**config.mk**
```make
export PLATFORM = sky130hd
export DESIGN_NAME = log_record_stream_parser_core_flat
export DESIGN_NICKNAME = d
export VERILOG_FILES = /design/src/hdl/lrsp_pkg.sv /design/src/hdl/lrsp_if.sv /design/src/hdl/lrsp_step.sv /design/src/hdl/lrsp_out_stage.sv /design/src/hdl/log_record_stream_parser_core.sv /design/src/flat_wrapper.sv
export SDC_FILE = /design/constraint.sdc
export NUM_CORES = 1
export LEC_CHECK = 0
export ABC_AREA = 1
export BUFFER_PORTS_ARGS = -buffer_cell sky130_fd_sc_hd__buf_4
export CELL_PAD_IN_SITES_DETAIL_PLACEMENT = 1
export CELL_PAD_IN_SITES_GLOBAL_PLACEMENT = 1
export CORE_MARGIN = 2
export CORE_UTILIZATION = 40
export CTS_CLUSTER_DIAMETER = 30
export CTS_CLUSTER_SIZE = 28
export DETAILED_ROUTE_END_ITERATION = 8
export PLACE_DENSITY = 0.85
export RECOVER_POWER = 25
export SLEW_MARGIN = 20
export SYNTH_ARGS = -nofsm -noshare
export SYNTH_HDL_FRONTEND = slang
export SYNTH_SLANG_ARGS = --single-unit
export TNS_END_PERCENT = 5
```
**constraint.sdc**
```tcl
create_clock -name i_clk -period 6.1 [get_ports i_clk]
set_clock_uncertainty 0.1 [all_clocks]
set_input_delay 1.22 -clock i_clk [delete_from_list [all_inputs] [get_ports i_clk]]
set_output_delay 1.22 -clock i_clk [all_outputs]
set_load 0.02 [all_outputs]
```
**src/hdl/lrsp_pkg.sv**
```systemverilog
// ----------------------------------------------------------------------------
// lrsp_pkg
// Shared types and constants for the log record stream parser: phase codes,
// register indexes, parser state and result word layout.
// ----------------------------------------------------------------------------
`default_nettype none

package lrsp_pkg;

    // Field widths
    localparam int BYTE_W   = 8;
    localparam int LEN_W    = 16;
    localparam int TXN_W    = 64;
    localparam int ROLE_W   = 3;
    localparam int CNT_W    = 16;
    localparam int CFG_IDX_W = 1;

    // Number of transaction id bytes in a header
    localparam int TXN_BYTES = TXN_W / BYTE_W;

    // Phase codes, also the byte role reported for each byte
    typedef logic [ROLE_W-1:0] t_phase;
    localparam t_phase PH_LEN  = 3'd0;
    localparam t_phase PH_TXN  = 3'd1;
    localparam t_phase PH_OP   = 3'd2;
    localparam t_phase PH_KLEN = 3'd3;
    localparam t_phase PH_KEY  = 3'd4;
    localparam t_phase PH_VLEN = 3'd5;
    localparam t_phase PH_VAL  = 3'd6;

    // Configuration register indexes
    typedef logic [CFG_IDX_W-1:0] t_cfg_idx;
    localparam t_cfg_idx REG_PUT_CODE    = 1'd0;
    localparam t_cfg_idx REG_DELETE_CODE = 1'd1;

    // Reset values of the op code registers
    localparam logic [BYTE_W-1:0] PUT_CODE_RST    = 8'd3;
    localparam logic [BYTE_W-1:0] DELETE_CODE_RST = 8'd4;

    // Parser state carried from byte to byte
    typedef struct packed {
        t_phase             phase;
        logic [CNT_W-1:0]   field_count;
        logic [LEN_W-1:0]   length;
        logic [TXN_W-1:0]   txn;
        logic [BYTE_W-1:0]  op;
        logic [LEN_W-1:0]   key_len;
        logic [LEN_W-1:0]   val_len;
    } t_state;

    // One result word
    typedef struct packed {
        t_phase             byte_role;
        logic [BYTE_W-1:0]  byte_out;
        logic [LEN_W-1:0]   record_length;
        logic [TXN_W-1:0]   txn_id;
        logic [BYTE_W-1:0]  op_code;
        logic [LEN_W-1:0]   key_length;
        logic [LEN_W-1:0]   value_length;
        logic               record_done;
        logic               truncated;
    } t_result;

endpackage

`default_nettype wire

```
**src/hdl/lrsp_if.sv**
```systemverilog
// ----------------------------------------------------------------------------
// lrsp_if
// Valid/ready channels of the parser: raw stream bytes in, tagged words out.
// ----------------------------------------------------------------------------
`default_nettype none

interface lrsp_in_if;
    logic       valid;
    logic       ready;
    logic [7:0] data_byte;
    logic       stream_end;

    modport source (output valid, output data_byte, output stream_end, input ready);
    modport sink   (input valid, input data_byte, input stream_end, output ready);
endinterface

interface lrsp_out_if;
    logic        valid;
    logic        ready;
    logic [2:0]  byte_role;
    logic [7:0]  byte_out;
    logic [15:0] record_length;
    logic [63:0] txn_id;
    logic [7:0]  op_code;
    logic [15:0] key_length;
    logic [15:0] value_length;
    logic        record_done;
    logic        truncated;

    modport source (
        output valid, output byte_role, output byte_out, output record_length,
        output txn_id, output op_code, output key_length, output value_length,
        output record_done, output truncated, input ready
    );
    modport sink (
        input valid, input byte_role, input byte_out, input record_length,
        input txn_id, input op_code, input key_length, input value_length,
        input record_done, input truncated, output ready
    );
endinterface

`default_nettype wire

```
**src/hdl/lrsp_step.sv**
```systemverilog
// ----------------------------------------------------------------------------
// lrsp_step
// Per-byte parse logic: from the current state and one stream byte, form the
// next state and the tagged result word.
// ----------------------------------------------------------------------------
`default_nettype none

module lrsp_step (
    input  wire lrsp_pkg::t_state   i_state,
    input  wire logic [7:0]         i_data_byte,
    input  wire logic               i_stream_end,
    input  wire logic [7:0]         i_put_code,
    input  wire logic [7:0]         i_delete_code,
    output lrsp_pkg::t_state        o_next,
    output lrsp_pkg::t_result       o_result
);
    import lrsp_pkg::*;

    logic             done;
    logic             is_put;
    logic [LEN_W-1:0] len_hi;
    logic [CNT_W:0]   cnt_inc;

    // Shared helpers
    assign is_put  = (i_state.op == i_put_code);
    assign cnt_inc = {1'b0, i_state.field_count} + {{CNT_W{1'b0}}, 1'b1};

    // Next state
    always_comb begin
        o_next = i_state;
        done   = 1'b0;
        len_hi = {i_data_byte, 8'h00};
        case (i_state.phase)
            PH_LEN: begin
                if (i_state.field_count == '0) begin
                    o_next.length      = {8'h00, i_data_byte};
                    o_next.txn         = '0;
                    o_next.op          = '0;
                    o_next.key_len     = '0;
                    o_next.val_len     = '0;
                    o_next.field_count = CNT_W'(1);
                end else begin
                    o_next.length      = i_state.length | len_hi;
                    o_next.field_count = '0;
                    o_next.phase       = PH_TXN;
                end
            end
            PH_TXN: begin
                // OR the byte into its lane
                for (int k = 0; k < TXN_BYTES; k++) begin
                    if (i_state.field_count[2:0] == 3'(k)) begin
                        o_next.txn[BYTE_W*k +: BYTE_W] =
                            i_state.txn[BYTE_W*k +: BYTE_W] | i_data_byte;
                    end
                end
                if (i_state.field_count >= CNT_W'(TXN_BYTES - 1)) begin
                    o_next.field_count = '0;
                    o_next.phase       = PH_OP;
                end else begin
                    o_next.field_count = cnt_inc[CNT_W-1:0];
                end
            end
            PH_OP: begin
                o_next.op          = i_data_byte;
                o_next.field_count = '0;
                if (i_data_byte == i_put_code || i_data_byte == i_delete_code) begin
                    o_next.phase = PH_KLEN;
                end else begin
                    done         = 1'b1;
                    o_next.phase = PH_LEN;
                end
            end
            PH_KLEN: begin
                if (i_state.field_count == '0) begin
                    o_next.key_len     = {8'h00, i_data_byte};
                    o_next.field_count = CNT_W'(1);
                end else begin
                    o_next.key_len     = i_state.key_len | len_hi;
                    o_next.field_count = '0;
                    if (o_next.key_len != '0) begin
                        o_next.phase = PH_KEY;
                    end else if (is_put) begin
                        o_next.phase = PH_VLEN;
                    end else begin
                        done         = 1'b1;
                        o_next.phase = PH_LEN;
                    end
                end
            end
            PH_KEY: begin
                if (cnt_inc >= {1'b0, i_state.key_len}) begin
                    o_next.field_count = '0;
                    if (is_put) begin
                        o_next.phase = PH_VLEN;
                    end else begin
                        done         = 1'b1;
                        o_next.phase = PH_LEN;
                    end
                end else begin
                    o_next.field_count = cnt_inc[CNT_W-1:0];
                end
            end
            PH_VLEN: begin
                if (i_state.field_count == '0) begin
                    o_next.val_len     = {8'h00, i_data_byte};
                    o_next.field_count = CNT_W'(1);
                end else begin
                    o_next.val_len     = i_state.val_len | len_hi;
                    o_next.field_count = '0;
                    if (o_next.val_len != '0) begin
                        o_next.phase = PH_VAL;
                    end else begin
                        done         = 1'b1;
                        o_next.phase = PH_LEN;
                    end
                end
            end
            default: begin
                // value bytes
                if (cnt_inc >= {1'b0, i_state.val_len}) begin
                    o_next.field_count = '0;
                    done               = 1'b1;
                    o_next.phase       = PH_LEN;
                end else begin
                    o_next.field_count = cnt_inc[CNT_W-1:0];
                end
            end
        endcase

        // End of buffer always restarts framing
        if (i_stream_end) begin
            o_next.phase       = PH_LEN;
            o_next.field_count = '0;
        end
    end

    // Result word reflects the fields after this byte
    always_comb begin
        o_result.byte_role     = i_state.phase;
        o_result.byte_out      = i_data_byte;
        o_result.record_length = o_next.length;
        o_result.txn_id        = o_next.txn;
        o_result.op_code       = o_next.op;
        o_result.key_length    = o_next.key_len;
        o_result.value_length  = o_next.val_len;
        o_result.record_done   = done;
        o_result.truncated     = i_stream_end & ~done;
    end

endmodule

`default_nettype wire

```
**src/hdl/lrsp_out_stage.sv**
```systemverilog
// ----------------------------------------------------------------------------
// lrsp_out_stage
// Result register: holds one word for the sink and refills in the same cycle
// the held word is taken.
// ----------------------------------------------------------------------------
`default_nettype none

module lrsp_out_stage (
    input  wire logic               i_clk,
    input  wire logic               i_rst_n,
    input  wire logic               i_load,
    input  wire lrsp_pkg::t_result  i_result,
    output logic                    o_can_load,
    lrsp_out_if.source              o_rec
);
    import lrsp_pkg::*;

    logic    r_valid;
    logic    n_valid;
    t_result r_res;

    // Free when empty or draining this cycle
    assign o_can_load = ~r_valid | o_rec.ready;
    assign n_valid    = i_load | (r_valid & ~o_rec.ready);

    // Valid flag
    always_ff @(posedge i_clk) begin
        if (!i_rst_n) begin
            r_valid <= 1'b0;
        end else begin
            r_valid <= n_valid;
        end
    end

    // Payload
    always_ff @(posedge i_clk) begin
        if (i_load) begin
            r_res <= i_result;
        end
    end

    assign o_rec.valid         = r_valid;
    assign o_rec.byte_role     = r_res.byte_role;
    assign o_rec.byte_out      = r_res.byte_out;
    assign o_rec.record_length = r_res.record_length;
    assign o_rec.txn_id        = r_res.txn_id;
    assign o_rec.op_code       = r_res.op_code;
    assign o_rec.key_length    = r_res.key_length;
    assign o_rec.value_length  = r_res.value_length;
    assign o_rec.record_done   = r_res.record_done;
    assign o_rec.truncated     = r_res.truncated;

endmodule

`default_nettype wire

```
**src/hdl/log_record_stream_parser_core.sv**
```systemverilog
// Each accepted byte's tagged word is registered in the result register.
// Throughput: one byte per cycle, sustained; the result register refills in
// the cycle its word is taken, so only a stalled sink holds off input.
// Reset (synchronous, active low): framing restarts at a length field, all
// assembled fields clear, op codes return to put 3 and delete 4.
// ----------------------------------------------------------------------------
// log_record_stream_parser_core
// Tags each byte of a back-to-back log record stream with its role and
// reports the assembled header, key length and value length fields.
// ----------------------------------------------------------------------------
`default_nettype none

module log_record_stream_parser_core (
    input  wire logic                       i_clk,
    input  wire logic                       i_rst_n,
    input  wire logic                       i_cfg_wr_en,
    input  wire lrsp_pkg::t_cfg_idx         i_cfg_index,
    input  wire logic [lrsp_pkg::BYTE_W-1:0] i_cfg_wdata,
    lrsp_in_if.sink                         i_byte,
    lrsp_out_if.source                      o_rec
);
    import lrsp_pkg::*;

    logic [BYTE_W-1:0] r_put_code;
    logic [BYTE_W-1:0] r_delete_code;
    t_state            r_state;
    t_state            n_state;
    t_result           step_res;
    logic              can_load;
    logic              accept;

    assign i_byte.ready = can_load;
    assign accept       = i_byte.valid & can_load;

    // Configuration registers
    always_ff @(posedge i_clk) begin
        if (!i_rst_n) begin
            r_put_code    <= PUT_CODE_RST;
            r_delete_code <= DELETE_CODE_RST;
        end else if (i_cfg_wr_en) begin
            case (i_cfg_index)
                REG_PUT_CODE:    r_put_code    <= i_cfg_wdata;
                REG_DELETE_CODE: r_delete_code <= i_cfg_wdata;
                default: begin
                end
            endcase
        end
    end

    // Parser state advances once per accepted byte
    always_ff @(posedge i_clk) begin
        if (!i_rst_n) begin
            r_state <= '{phase: PH_LEN, default: '0};
        end else if (accept) begin
            r_state <= n_state;
        end
    end

    lrsp_step u_step (
        .i_state       (r_state),
        .i_data_byte   (i_byte.data_byte),
        .i_stream_end  (i_byte.stream_end),
        .i_put_code    (r_put_code),
        .i_delete_code (r_delete_code),
        .o_next        (n_state),
        .o_result      (step_res)
    );

    lrsp_out_stage u_out (
        .i_clk      (i_clk),
        .i_rst_n    (i_rst_n),
        .i_load     (accept),
        .i_result   (step_res),
        .o_can_load (can_load),
        .o_rec      (o_rec)
    );

endmodule

`default_nettype wire
```
**src/flat_wrapper.sv**
```systemverilog
// flat-port wrapper written by rule: the top's interface ports become plain ports
module log_record_stream_parser_core_flat import lrsp_pkg::*;
  (i_clk, i_rst_n, i_cfg_wr_en, i_cfg_index, i_cfg_wdata, i_byte_valid, i_byte_data_byte, i_byte_stream_end, i_byte_ready, o_rec_valid, o_rec_byte_role, o_rec_byte_out, o_rec_record_length, o_rec_txn_id, o_rec_op_code, o_rec_key_length, o_rec_value_length, o_rec_record_done, o_rec_truncated, o_rec_ready);
  lrsp_in_if i_byte_i ();
  lrsp_out_if o_rec_i ();
  input  wire logic i_clk;
  input  wire logic i_rst_n;
  input  wire logic i_cfg_wr_en;
  input  wire lrsp_pkg::t_cfg_idx i_cfg_index;
  input  wire logic [lrsp_pkg::BYTE_W-1:0] i_cfg_wdata;
  input wire logic [$bits(i_byte_i.valid)-1:0] i_byte_valid;
  input wire logic [$bits(i_byte_i.data_byte)-1:0] i_byte_data_byte;
  input wire logic [$bits(i_byte_i.stream_end)-1:0] i_byte_stream_end;
  output wire logic [$bits(i_byte_i.ready)-1:0] i_byte_ready;
  output wire logic [$bits(o_rec_i.valid)-1:0] o_rec_valid;
  output wire logic [$bits(o_rec_i.byte_role)-1:0] o_rec_byte_role;
  output wire logic [$bits(o_rec_i.byte_out)-1:0] o_rec_byte_out;
  output wire logic [$bits(o_rec_i.record_length)-1:0] o_rec_record_length;
  output wire logic [$bits(o_rec_i.txn_id)-1:0] o_rec_txn_id;
  output wire logic [$bits(o_rec_i.op_code)-1:0] o_rec_op_code;
  output wire logic [$bits(o_rec_i.key_length)-1:0] o_rec_key_length;
  output wire logic [$bits(o_rec_i.value_length)-1:0] o_rec_value_length;
  output wire logic [$bits(o_rec_i.record_done)-1:0] o_rec_record_done;
  output wire logic [$bits(o_rec_i.truncated)-1:0] o_rec_truncated;
  input wire logic [$bits(o_rec_i.ready)-1:0] o_rec_ready;
  assign i_byte_i.valid = i_byte_valid;
  assign i_byte_i.data_byte = i_byte_data_byte;
  assign i_byte_i.stream_end = i_byte_stream_end;
  assign i_byte_ready = i_byte_i.ready;
  assign o_rec_valid = o_rec_i.valid;
  assign o_rec_byte_role = o_rec_i.byte_role;
  assign o_rec_byte_out = o_rec_i.byte_out;
  assign o_rec_record_length = o_rec_i.record_length;
  assign o_rec_txn_id = o_rec_i.txn_id;
  assign o_rec_op_code = o_rec_i.op_code;
  assign o_rec_key_length = o_rec_i.key_length;
  assign o_rec_value_length = o_rec_i.value_length;
  assign o_rec_record_done = o_rec_i.record_done;
  assign o_rec_truncated = o_rec_i.truncated;
  assign o_rec_i.ready = o_rec_ready;
  log_record_stream_parser_core u_core (.i_clk(i_clk), .i_rst_n(i_rst_n), .i_cfg_wr_en(i_cfg_wr_en), .i_cfg_index(i_cfg_index), .i_cfg_wdata(i_cfg_wdata), .i_byte(i_byte_i), .o_rec(o_rec_i));
endmodule
```
==> qor.yml <==
status: "finished, violations left"
violations: "capacitance limit, slew limit"
cts_sinks: 289
die_y_um: 187
overflow: 0
peakVddDrop_mv: 0.229
avgSynthCellArea_um2: 8.89
maxCapViolCount: 1
critical_path.startpoint: "i_rst_n"
wl_per_cell_um: 20.1
drc_errors: 0
synthArstFlopShare_pct: 0
slew_viol_final: 62
relSlewSlack_pct: -103
numCtsBuffers: 55
synth.top_cell.area_share_pct: 29.7
syn_area_mm2: 0.0134
clk-insertion-delay-late_ns: 0.57
powerDensity_mw_per_mm2: 377
ys_ff_latch: 289
via_per_inst: 5.35
design.final.nets: 1732
grt_max_degree: 171
drt_iter0_markers: 876
grt_pass1_wl_mm: 67.9
end_kind: "flip-flop"
reg2reg_from: "u_core.r_state[120]"
path_class: "in -> reg"
start_util_pct: 40.4
portBuffers: 157
io_pins: 158
num_vias: 11600
fmax_mhz: 239
worstHoldStart: "u_core.r_delete_code[3]"
worstPathRequired_ns: 6.44
dp_slack_ns: 2.38
ctsHoldBuffers: 0
hp-class: "reg -> reg"
ctsResizeCount: 0
cellLeakagePower_nw: 7.20
synthCells: 1512
crit_fanout: 96
firstDrtPassIters: 6
grt_pass1_vias: 12300
ys_types: 46
yosysWarnings: 0
ys_seq_area_share_pct: 53.0
area_growth_pct: 21.9
post-route-period-util_pct: 68.6
cts.path.max_buffers: 3
design.core.area_mm2: 0.0333
antenna_found_initial: 0
grt.total_usage_pct: 24.4
synth_ff_type: "dfxtp_1"
htree_num_levels: 2
finalSetupTns_ns: 0
cts_setup_buffers: 0
die_w_um: 187
drive_gt1_share_pct: 11.5
worstMarginPinSlew_ns: 3.05
row_count: 67
die_area_mm2: 0.0351
place.gp.congestion: 0.946
wirelength_mm: 43.6
arrival_ns: 4.52
ant_nets: 0
tritoncts: "done"
synth_nets: 1573
hold_viol_final: 0
period_needed_ns: 4.18
synth-edff-count: 133
worst_setup_path_start_kind: "primary input"
rsz0062_at_grt: "no"
clockRootBuffer: "clkbuf_16"
synth_area_leaders: "edfxtp_1, dfxtp_1, inv_1"
diodes: 0
fin_ws_ns: 1.92
yosysTopAreaCell: "edfxtp_1"
dp_hpwl_mm: 28.8
path_clk_slew_ns: 0.05
total_power_mw: 6.18
setup_viol_count_final: 0
## logic make-up after synthesis
family          count (synthesis)  share of synthesized area, %
compound gates                402                          17.8
simple gates                  450                          15.0
buf+inv                       307                          9.01
xor+xnor                       26                          1.69
fa+ha+maj                      38                          3.54
flops                         289                          53.0
## report_power, final
group,internal (mW),switching (mW)
clock,1.90,1.11
sequential,2.21,0.0734
combinational,0.234,0.664
total,4.34,1.84
## state kept, by name (all words and copies together) (netlist names), 3 cells and up
register                          flops
u_core.r_put_code                     8
u_core.u_out.o_rec.byte_role          3
u_core.u_out.o_rec.byte_out           8
u_core.u_out.o_rec.txn_id            64
u_core.u_out.o_rec.value_length      16
u_core.r_delete_code                  8
u_core.u_out.o_rec.record_length     16
u_core.u_out.o_rec.op_code            8
u_core.r_state                      139
u_core.u_out.o_rec.key_length        16
## worst max-delay path: stages
cell	delay [ns]
buf_4	0.37
clkinv_1	0.11
clkbuf_1	2.15
a21oi_1	0.19
o21ai_1	0.29
inv_1	0.11
## metal layers
metal / track usage, % / share of wire [%]
met5: 0 / 0
met4: 12.1 / 4.6
met3: 4.28 / 5.3
met2: 42.4 / 49
met1: 29.0 / 41
## layout by cell type (no fill, tap or decap), types with 23 or more instances in the layout
cell       synthesis  routed
edfxtp_1         133     133
o21ai_0           95      96
buf_4              0      49
o21bai_1          73      73
a21oi_1          136     136
o21ai_1           34      33
dfxtp_1          156     156
clkbuf_1          48     121
nand4_1           23      23
inv_1            234     235
nand3_1           37      37
nand2_1          234     234
nor2_1           108     107
clkbuf_16          0      58
ha_1              38      38
## through the flow
stage	util (%)	std cells	area (um2)	hold slack [ns]
floorplan	-	1512	13400	0.344
global placement	45.0	2062	15000	0.359
detailed placement	45.0	2062	15000	0.366
CTS	50.5	2166	16800	0.370
global route	49.2	2166	16400	0.415
finish	49.2	2166	16400	0.371
## final cells by class
type / instances / area (um2)
flip-flops and latches: 289 / 7120
clock buffers: 64 / 1480
repair buffers: 166 / 811
fillers: 3919 / 16900
well taps: 448 / 561
inverters: 243 / 922
multi-input cells: 916 / 5110
clock inverters: 40 / 378
## worst paths after layout
kind,depth (start not counted),slack (ns),end
worst min-delay path,2,0.37,u_core.r_delete_code[3]
worst max-delay path,6,1.92,u_core.r_state[107]
worst min register to register,2,0.37,u_core.r_delete_code[3]
worst max register to register,10,2.34,u_core.u_out.o_rec.txn_id[47]
## Yosys cell counts (all sizes together), types with 19 or more instances
cell type  count
nand3         40
nand2        242
nor2         122
o21ai        144
o21bai        73
nand4         24
ha            38
clkbuf        48
inv          239
dfxtp        156
edfxtp       133
o32ai         19
a21oi        137
Power figures use the tool's default switching activity.
